<file path="src/crc16fr_pkg.sv">
`timescale 1ns / 1ps
// Package for the CRC16 frame receiver: frame phase codes, result kinds
// and the byte-wise CCITT CRC update. No dependencies.
package crc16fr_pkg;

  // Frame phase, one code per byte position class
  typedef enum logic [2:0] {
    PH_HUNT     = 3'd0,
    PH_LENGTH   = 3'd1,
    PH_COMMAND  = 3'd2,
    PH_PAYLOAD  = 3'd3,
    PH_CRC_HIGH = 3'd4,
    PH_CRC_LOW  = 3'd5
  } phase_t;

  // Result kinds
  typedef enum logic [1:0] {
    KIND_PAYLOAD = 2'd0,
    KIND_END     = 2'd1,
    KIND_ERROR   = 2'd2
  } kind_t;

  localparam logic [7:0] START_RESET = 8'h2A;
  localparam logic [2:0] REG_START_VALUE = 3'd0;

  // Byte-wise CCITT CRC16 update (poly 0x1021, not reflected)
  function automatic logic [15:0] crc_step(input logic [15:0] crc, input logic [7:0] b);
    logic [15:0] x;
    x = {crc[7:0], crc[15:8]} ^ {8'h00, b};
    x = x ^ {12'h000, x[7:4]};
    x = x ^ {x[3:0], 12'h000};
    x = x ^ {3'b000, x[7:0], 5'b00000};
    return x;
  endfunction

endpackage

</file>
<file path="src/crc16_frame_receiver_top.sv">
`timescale 1ns / 1ps
// Top level of the CRC16 frame receiver: frame tracking, CRC check and
// result register. Depends on crc16fr_pkg.

// Byte-serial deframer for frames of start, length, command, payload and a
// big-endian CRC16 (CCITT, seeded with the start value, covering length,
// command and payload). Each payload byte yields a result carrying the frame
// command and its index; the low CRC byte yields an end-of-frame result with
// crc_good; a non-start byte while hunting yields a framing-error result.
// Header and high CRC bytes yield nothing. The frame state and the CRC update
// settle in one pass from the input port to the result register, so a beat is
// taken in every cycle while the result register is empty or being drained.
// The start value is written at byte
// address 0 of the APB port and takes effect at the next hunt.
module crc16_frame_receiver_top
  import crc16fr_pkg::*;
(
  input  logic        clk,
  input  logic        rst_n,
  // input channel
  input  logic        in_valid,
  output logic        in_ready,
  input  logic [7:0]  in_rx_byte,
  // result channel
  output logic        out_valid,
  input  logic        out_ready,
  output logic [1:0]  out_kind,
  output logic [7:0]  out_payload_byte,
  output logic [7:0]  out_cmd_byte,
  output logic [7:0]  out_payload_index,
  output logic        out_crc_good,
  output logic        out_last,
  // configuration port
  input  logic        psel,
  input  logic        penable,
  input  logic        pwrite,
  input  logic [2:0]  paddr,
  input  logic [31:0] pwdata,
  output logic [31:0] prdata,
  output logic        pready
);

  logic [7:0]  start_value_r;
  phase_t      phase_r, phase_nxt;
  logic [7:0]  frame_length_r, frame_length_nxt;
  logic [7:0]  command_hold_r, command_hold_nxt;
  logic [7:0]  payload_count_r, payload_count_nxt;
  logic [15:0] crc_accum_r, crc_accum_nxt;
  logic [7:0]  crc_high_hold_r, crc_high_hold_nxt;

  logic        out_valid_r;
  logic [1:0]  kind_r;
  logic [7:0]  payload_byte_r, cmd_byte_r, payload_index_r;
  logic        crc_good_r, last_r;

  logic        emit;
  logic [1:0]  kind_nxt;
  logic [7:0]  payload_byte_nxt, cmd_byte_nxt, payload_index_nxt;
  logic        crc_good_nxt, last_nxt;
  logic        in_beat;
  logic [15:0] crc_upd;
  logic [7:0]  count_inc;

  // Config port: always ready, single register at index 0
  assign pready = 1'b1;
  assign prdata = (paddr[2] == REG_START_VALUE[0]) ? {24'h0, start_value_r} : 32'h0;

  always_ff @(posedge clk) begin
    if (!rst_n) begin
      start_value_r <= START_RESET;
    end else if (psel && penable && pwrite && pready && paddr[2] == REG_START_VALUE[0]) begin
      start_value_r <= pwdata[7:0];
    end
  end

  // Take a beat whenever the result register is free or draining
  assign in_ready = !out_valid_r || out_ready;
  assign in_beat  = in_valid && in_ready;
  assign crc_upd   = crc_step(crc_accum_r, in_rx_byte);
  assign count_inc = payload_count_r + 8'd1;

  // Frame tracking and result formation
  always_comb begin
    phase_nxt         = phase_r;
    frame_length_nxt  = frame_length_r;
    command_hold_nxt  = command_hold_r;
    payload_count_nxt = payload_count_r;
    crc_accum_nxt     = crc_accum_r;
    crc_high_hold_nxt = crc_high_hold_r;
    emit              = 1'b0;
    kind_nxt          = KIND_ERROR;
    payload_byte_nxt  = 8'h00;
    cmd_byte_nxt      = 8'h00;
    payload_index_nxt = 8'h00;
    crc_good_nxt      = 1'b0;
    last_nxt          = 1'b0;
    unique case (phase_r)
      PH_LENGTH: begin
        frame_length_nxt = in_rx_byte;
        crc_accum_nxt    = crc_upd;
        phase_nxt        = PH_COMMAND;
      end
      PH_COMMAND: begin
        command_hold_nxt  = in_rx_byte;
        crc_accum_nxt     = crc_upd;
        payload_count_nxt = 8'h00;
        phase_nxt         = (frame_length_r == 8'h00) ? PH_CRC_HIGH : PH_PAYLOAD;
      end
      PH_PAYLOAD: begin
        crc_accum_nxt     = crc_upd;
        emit              = 1'b1;
        kind_nxt          = KIND_PAYLOAD;
        payload_byte_nxt  = in_rx_byte;
        cmd_byte_nxt      = command_hold_r;
        payload_index_nxt = payload_count_r;
        payload_count_nxt = count_inc;
        if (count_inc == frame_length_r) begin
          phase_nxt = PH_CRC_HIGH;
        end
      end
      PH_CRC_HIGH: begin
        crc_high_hold_nxt = in_rx_byte;
        phase_nxt         = PH_CRC_LOW;
      end
      PH_CRC_LOW: begin
        emit              = 1'b1;
        kind_nxt          = KIND_END;
        cmd_byte_nxt      = command_hold_r;
        crc_good_nxt      = ({crc_high_hold_r, in_rx_byte} == crc_accum_r);
        last_nxt          = 1'b1;
        phase_nxt         = PH_HUNT;
      end
      default: begin
        // hunt: open a frame on the start byte, flag anything else
        if (in_rx_byte == start_value_r) begin
          crc_accum_nxt     = {8'h00, start_value_r};
          payload_count_nxt = 8'h00;
          phase_nxt         = PH_LENGTH;
        end else begin
          phase_nxt = PH_HUNT;
          emit      = 1'b1;
          kind_nxt  = KIND_ERROR;
        end
      end
    endcase
  end

  // Frame state registers advance on each accepted beat
  always_ff @(posedge clk) begin
    if (!rst_n) begin
      phase_r         <= PH_HUNT;
      frame_length_r  <= 8'h00;
      command_hold_r  <= 8'h00;
      payload_count_r <= 8'h00;
      crc_accum_r     <= {8'h00, START_RESET};
      crc_high_hold_r <= 8'h00;
    end else if (in_beat) begin
      phase_r         <= phase_nxt;
      frame_length_r  <= frame_length_nxt;
      command_hold_r  <= command_hold_nxt;
      payload_count_r <= payload_count_nxt;
      crc_accum_r     <= crc_accum_nxt;
      crc_high_hold_r <= crc_high_hold_nxt;
    end
  end

  // Result register: load on a beat that emits, drop once taken
  always_ff @(posedge clk) begin
    if (!rst_n) begin
      out_valid_r <= 1'b0;
    end else if (in_beat) begin
      out_valid_r <= emit;
    end else if (out_ready) begin
      out_valid_r <= 1'b0;
    end
  end

  always_ff @(posedge clk) begin
    if (in_beat && emit) begin
      kind_r          <= kind_nxt;
      payload_byte_r  <= payload_byte_nxt;
      cmd_byte_r      <= cmd_byte_nxt;
      payload_index_r <= payload_index_nxt;
      crc_good_r      <= crc_good_nxt;
      last_r          <= last_nxt;
    end
  end

  assign out_valid         = out_valid_r;
  assign out_kind          = kind_r;
  assign out_payload_byte  = payload_byte_r;
  assign out_cmd_byte      = cmd_byte_r;
  assign out_payload_index = payload_index_r;
  assign out_crc_good      = crc_good_r;
  assign out_last          = last_r;

endmodule

</file>
<file path="config.mk">
export PLATFORM = sky130hd
export DESIGN_NAME = crc16_frame_receiver_top
export DESIGN_NICKNAME = d
export VERILOG_FILES = /design/src/crc16fr_pkg.sv /design/src/crc16_frame_receiver_top.sv
export SDC_FILE = /design/constraint.sdc
export NUM_CORES = 1
export LEC_CHECK = 0
export CORE_UTILIZATION = 57
export CTS_CLUSTER_SIZE = 25
export DETAILED_ROUTE_END_ITERATION = 8
export DONT_BUFFER_PORTS = 1
export PLACE_DENSITY = 0.78
export REMOVE_ABC_BUFFERS = 1
export SETUP_SLACK_MARGIN = 0.2
export SYNTH_ARGS = -nofsm -noshare
export SYNTH_HDL_FRONTEND = slang
export SYNTH_SLANG_ARGS = --single-unit
</file>
<file path="constraint.sdc">
create_clock -name clk -period 2.68 [get_ports clk]
set_clock_uncertainty 0.2 [all_clocks]
set_input_delay 0.536 -clock clk [delete_from_list [all_inputs] [get_ports clk]]
set_output_delay 0.536 -clock clk [all_outputs]
set_load 0.01 [all_outputs]
</file>
==> results of run 1 <==
## power by group through the flow
stage	combinational (mW)	clock [mW]	sequential [mW]
finish	0.334	0.846	1.50
global route	0.372	0.912	1.51
CTS	0.328	0.862	1.50
detailed placement	0.326	0	1.53
global placement	0.318	0	1.52
floorplan	0.258	0	1.52
## cell families after synthesis
kind of cell / Yosys count / synth area share, %
compound gates: 67 / 10.22
xor+xnor: 57 / 10.79
fa+ha+maj: 1 / 0.2704
buf+inv: 69 / 8.734
flops: 87 / 43.48
mux: 28 / 6.057
other cells: 2 / 0.1623
simple gates: 174 / 20.28
## layout make-up
| type | instances | area share (%) |
|---|---|---|
| Clock buffer | 11 | 2.958 |
| Timing Repair Buffer | 11 | 1.990 |
| Clock inverter | 5 | 0.8377 |
| Sequential cell | 87 | 42.09 |
| Inverter | 12 | 0.9424 |
| Multi-Input combinational cell | 352 | 48.51 |
| Tap cell | 102 | 2.670 |
## stage by stage
step	instance area, sq um	setup slack, ns	instances	hold slack, ns	util [%]
global route	4780	0.2035	580	0.02911	61.22
finish	4780	0.3040	580	0.06370	61.22
detailed placement	4577	0.1538	564	0.2802	58.62
global placement	4577	0.1758	564	0.2757	58.62
floorplan	4354	0.1573	451	0.2662	-
CTS	4758	0.3022	580	0.03400	60.95
## worst register-to-register path: stages (launching register included)
cell and delay (ns):
dfxtp_1 0.48, ha_1 0.25, nand3_2 0.09, or4_1 0.51, a311oi_1 0.31, o211ai_1 0.20
o31ai_1 0.26
## Yosys cell counts (5+ instances only)
cell / n / area, sq um
dfxtp_1: 60 / 1201
nand2_1: 48 / 180.2
nor2b_1: 42 / 262.8
xor2_1: 41 / 359.1
buf_4: 28 / 210.2
mux2i_1: 28 / 280.3
edfxtp_1: 27 / 810.8
clkbuf_1: 19 / 71.32
xnor2_1: 16 / 140.1
nand3_1: 13 / 65.06
inv_1: 12 / 45.04
nor2_1: 12 / 45.04
and3_1: 11 / 68.82
nor3_1: 11 / 55.05
and2_1: 10 / 62.56
o21ai_0: 10 / 50.05
a22oi_1: 9 / 67.56
a21oi_1: 7 / 35.03
a21boi_0: 6 / 45.04
a21boi_1: 6 / 45.04
nand4_1: 6 / 37.54
o22ai_1: 6 / 37.54
buf_2: 5 / 25.02
nor4_1: 5 / 31.28
## path summary, 6_finish.rpt
kind / slack [ns] / cells past startpoint / endpoint / from
worst max-delay path: 0.30 / 6 / phase_r[2]$_SDFFE_PN0P_ / payload_count_r[1]$_SDFFE_PN0P_
worst min-delay path: 0.06 / 1 / start_value_r[5]$_SDFFE_PN1P_ / rst_n
worst max register to register: 0.30 / 6 / phase_r[2]$_SDFFE_PN0P_ / payload_count_r[1]$_SDFFE_PN0P_
worst min register to register: 0.29 / 2 / crc_accum_r[0]$_SDFFE_PN0P_ / crc_accum_r[0]$_SDFFE_PN0P_
## layer usage
| metal | share of wire [%] | up-vias | track usage, % |
|---|---|---|---|
| met3 | 7.5 | 10 | 4.809 |
| met1 | 45 | 1570 | 29.97 |
| met4 | 0.86 | 0 | 8.203 |
| met5 | 0 | - | 0 |
| met2 | 47 | 160 | 36.75 |
| li1 | - | 1587 | - |
==> flow_summary.yaml, run 1 <==
pwr:
  p_int_mw: 1.938
  p_switching_mw: 0.7397
  seqPwrFrac_pct: 55.9
  leakagePower_nw: 1.943
  p_per_area_nw_per_um2: 560.3
  total_power_mw: 2.678
  power.share.clock_pct: 31.6
  peakVddDrop_mv: 0.2752
  p_sw_share_pct: 27.62
  power_frac_comb_pct: 12.5
global_route:
  grt_overflow: 0
  grtUsageTotal_pct: 22.74
  antenna_found_initial: 0
  grt_first_pass_wirelength_mm: 15.05
  grt_max_degree: 64
  grt_pass1_vias: 2996
yosys:
  synth.distinct_cells: 52
  ys_warn_count: 0
  ys_ff_latch: 87
  synth_ff_type: "dfxtp_1"
  netlist_area_sq_um: 4627
  avgSynthCellArea_sq_um: 9.540
  ys_seq_area_share_pct: 43.48
  async_flop_share_pct: 0
  synth_cells: 485
  synth_edf_count: 27
sta:
  fmax_mhz: 420.9
  worst_slew_pin_slew_ns: 0.6681
  grt_setup_unrepaired: "false"
  finalCritPeriodShare_pct: 88.66
  period_needed_ns: 2.376
  finalSetupViolCount: 0
  timing_hold_violations_final: 0
  report.final.slew_viol_count: 0
  tns_ns: 0
  maxSlewHeadroom_pct: 55.40
cells_and_area:
  drive_above_1_share_pct: 7.531
  fill_cells: 674
  diodes: 0
  multiInputGateArea_sq_um: 2318
  area_growth_pct: 3.299
  regMostFlops: "crc_accum_r"
  seq_area_sq_um: 2012
  largest_reg_flops: 16
  final_nets: 524
  layout_common_cells: "dfxtp_1 (60), nand2_1 (48), nor2b_1 (42)"
  final_common_cell: "dfxtp_1"
critical_path:
  crit_path_end_kind: "flip-flop"
  crit_fanout: 7
  required_ns: 2.75
  path_delay_family: "compound AO/OA/AOI/OAI gates"
  cp-start-kind: "flip-flop"
  slowest_stage: "or4_1"
  worstPathCellList: "ha_1 -> nand3_2 -> or4_1 -> a311oi_1 -> o211ai_1 -> o31ai_1"
  cpPeakStageDelay_ns: 0.51
  crit_buf_inv: 0
  arrival_ns: 2.45
  criticalPathCategory: "reg2reg"
hold_path:
  hold_path_class: "in2reg"
die:
  dieArea_sq_um: 8481
  io_pins: 113
  die_w_um: 92.10
  core_area_sq_um: 7807
  num_rows: 32
  die_h_um: 92.10
  start_util_pct: 59.26
place:
  gp_congestion: 0.9010
  dp_hpwl_mm: 6.535
  numPortBuffers: 0
routing:
  via_per_inst: 5.736
  routed_wl_mm: 9.324
  final_antenna_net_count: 0
  route.detailed.drc: 0
  drt_iter0_markers: 215
  num_vias: 3327
  first_pass_iters: 4
  wl_per_cell_um: 16.08
cts:
  h-tree-depth: 3
  clk_pin_slew_ns: 0.09
  cts_hold_buf: 0
  cts_tree: "yes"
  cts_buffer_depth: 2
  post_cts_buffers: 0
  cts_inserted_buffers: 9
  insertion_delay_ns: 0.36
  clkSinkCount: 87
  ctsRootBufferMaster: "clkbuf_8"
  cts_resized: 0
run:
  cap_viol_max_count: 0
run_status:
  status: "completed"
Power figures use the tool's default switching activity.
==> run 2: changes to the inputs <==
- CAP_MARGIN: unset -> 20
- PLACE_DENSITY: 0.78 -> unset
- PLACE_DENSITY_LB_ADDON: unset -> 0.3
==> run 2 against run 1 <==
  * Clock power shrank 2.8%
  * Die area did not move
  * Register-to-register slack better by 0.07 ns
  * Non-clock buffer count grew 1
  * Critical path depth up 1
  * Maximum frequency grew 3.0%
  * Critical endpoint is now crc_accum_r[10]$_SDFFE_PN0P_
  * Largest cell class unchanged
==> flow_summary.yaml, run 2 (synthesized netlist as in run 1, its figures left out) <==
place:
  placed_area_sq_um: 4584
  dp_hpwl_mm: 6.463
  numPortBuffers: 0
  gp_congestion: 0.8482
cells_and_area:
  fill_cells: 682
  fin_area_sq_um: 4780
  final_common_cell: "dfxtp_1"
  final_nets: 525
  diodes: 0
  seq_area_sq_um: 2013
  largest_reg_flops: 16
  multiInputGateArea_sq_um: 2320
  regMostFlops: "crc_accum_r"
  fin_util_pct: 61.22
  area_growth_pct: 3.299
  layout_common_cells: "dfxtp_1 (59), nand2_1 (47), nor2b_1 (42)"
  drive_above_1_share_pct: 7.933
hold_path:
  min_to: "crc_accum_r[3]$_SDFFE_PN1P_"
  hold_depth: 1
  hp-start: "rst_n"
  hold_path_class: "in2reg"
cts:
  ctsRootBufferMaster: "clkbuf_8"
  cts_inserted_buffers: 9
  cts_hold_buf: 0
  clk_pin_slew_ns: 0.08
  cts_resized: 0
  cts_buffer_depth: 2
  insertion_delay_ns: 0.35
  h-tree-depth: 3
  post_cts_buffers: 0
  cts_tree: "yes"
  clkSinkCount: 87
global_route:
  grt_overflow: 0
  grt_first_pass_wirelength_mm: 15.01
  grt_pass1_vias: 2971
  antenna_found_initial: 0
  grtUsageTotal_pct: 22.70
  grt_max_degree: 64
critical_path:
  r2r_setup_slack_ns: 0.37
  timing.rr.end: "crc_accum_r[10]$_SDFFE_PN0P_"
  arrival_ns: 2.35
  cpPeakStageDelay_ns: 0.45
  reg2reg_depth: 7
  cp-start-kind: "flip-flop"
  criticalPathCategory: "reg2reg"
  crit_path_end_kind: "flip-flop"
  crit_fanout: 11
  worstPathCellList: "xor2_1 -> nor4_2 -> nand3_1 -> a221o_1 -> buf_4 -> a22oi_1 -> nor2b_1"
  crit_buf_inv: 1
  path_delay_family: "simple AND/OR/NAND/NOR gates"
  r2r_start: "start_value_r[5]$_SDFFE_PN1P_"
  slowest_stage: "nor4_2"
  required_ns: 2.73
routing:
  via_per_inst: 5.592
  route.detailed.drc: 0
  routed_wl_mm: 9.295
  num_vias: 3249
  first_pass_iters: 4
  wl_per_cell_um: 16.00
  final_antenna_net_count: 0
  drt_iter0_markers: 211
sta:
  grt_setup_unrepaired: "false"
  maxSlewHeadroom_pct: 61.91
  worst_slew_pin_slew_ns: 0.5705
  finalSetupViolCount: 0
  report.final.slew_viol_count: 0
  tns_ns: 0
  fmax_mhz: 433.5
  finalCritPeriodShare_pct: 86.08
  timing_hold_violations_final: 0
  period_needed_ns: 2.307
die:
  io_pins: 113
  die_w_um: 92.10
  num_rows: 32
  dieArea_sq_um: 8481
  die_h_um: 92.10
  core_area_sq_um: 7807
  start_util_pct: 59.26
run_status:
  status: "completed"
pwr:
  leakagePower_nw: 1.937
  p_per_area_nw_per_um2: 556.0
  peakVddDrop_mv: 0.2468
run:
  cap_viol_max_count: 0
==> run 2: worst max-delay path by stage <==
stage	cells after the start	startpoint	endpoint
CTS	7	start_value_r[1]$_SDFFE_PN1P_	out_payload_byte[2]$_SDFFCE_PN0P_
finish	7	start_value_r[5]$_SDFFE_PN1P_	crc_accum_r[10]$_SDFFE_PN0P_
floorplan	6	in_rx_byte[5]	out_cmd_byte[0]$_SDFFCE_PP0P_
global route	5	payload_count_r[2]$_SDFFE_PN0P_	phase_r[2]$_SDFFE_PN0P_
global placement	7	in_rx_byte[1]	out_payload_index[7]$_SDFFCE_PN0P_
detailed placement	7	in_rx_byte[1]	out_payload_index[2]$_SDFFCE_PN0P_
==> run 2: metal layers <==
layer	global-route usage, %	share of wire, %	up-vias
li1	-	-	1594
met1	31.20	45	1517
met2	35.57	45	122
met3	3.814	7.8	16
met4	8.984	1.8	0
met5	0	0	-
==> run 2: report_power, final <==
group / internal [mW] / total (mW) / switching (mW)
Combinational: 0.142 / 0.339 / 0.197
Sequential: 1.43 / 1.50 / 0.0688
Clock: 0.340 / 0.822 / 0.482
==> run 2: area by class of cell <==
class / instances / area share [%]
Clock inverter: 6 / 0.9162
Clock buffer: 10 / 2.670
Sequential cell: 87 / 42.12
Inverter: 12 / 0.9424
Multi-Input combinational cell: 352 / 48.53
Timing Repair Buffer: 12 / 2.147
Tap cell: 102 / 2.670
==> run 2: through the flow <==
stage | hold slack (ns) | worst slack (ns) | power, mW | cells
after CTS | 0.04563 | 0.3140 | 2.656 | 581
after global placement | 0.2820 | 0.1904 | 1.845 | 565
after detailed placement | 0.2889 | 0.1423 | 1.856 | 565
final | 0.05336 | 0.3730 | 2.657 | 581
after global routing | 0.04383 | 0.2246 | 2.771 | 581
after floorplan | 0.2662 | 0.1573 | 1.773 | 451
==> run 2: worst register-to-register path, cell delays in order (launching register included) <==
cell	delay (ns)
dfxtp_1	0.35
xor2_1	0.16
nor4_2	0.45
nand3_1	0.23
a221o_1	0.36
buf_4	0.19
a22oi_1	0.19
nor2b_1	0.06
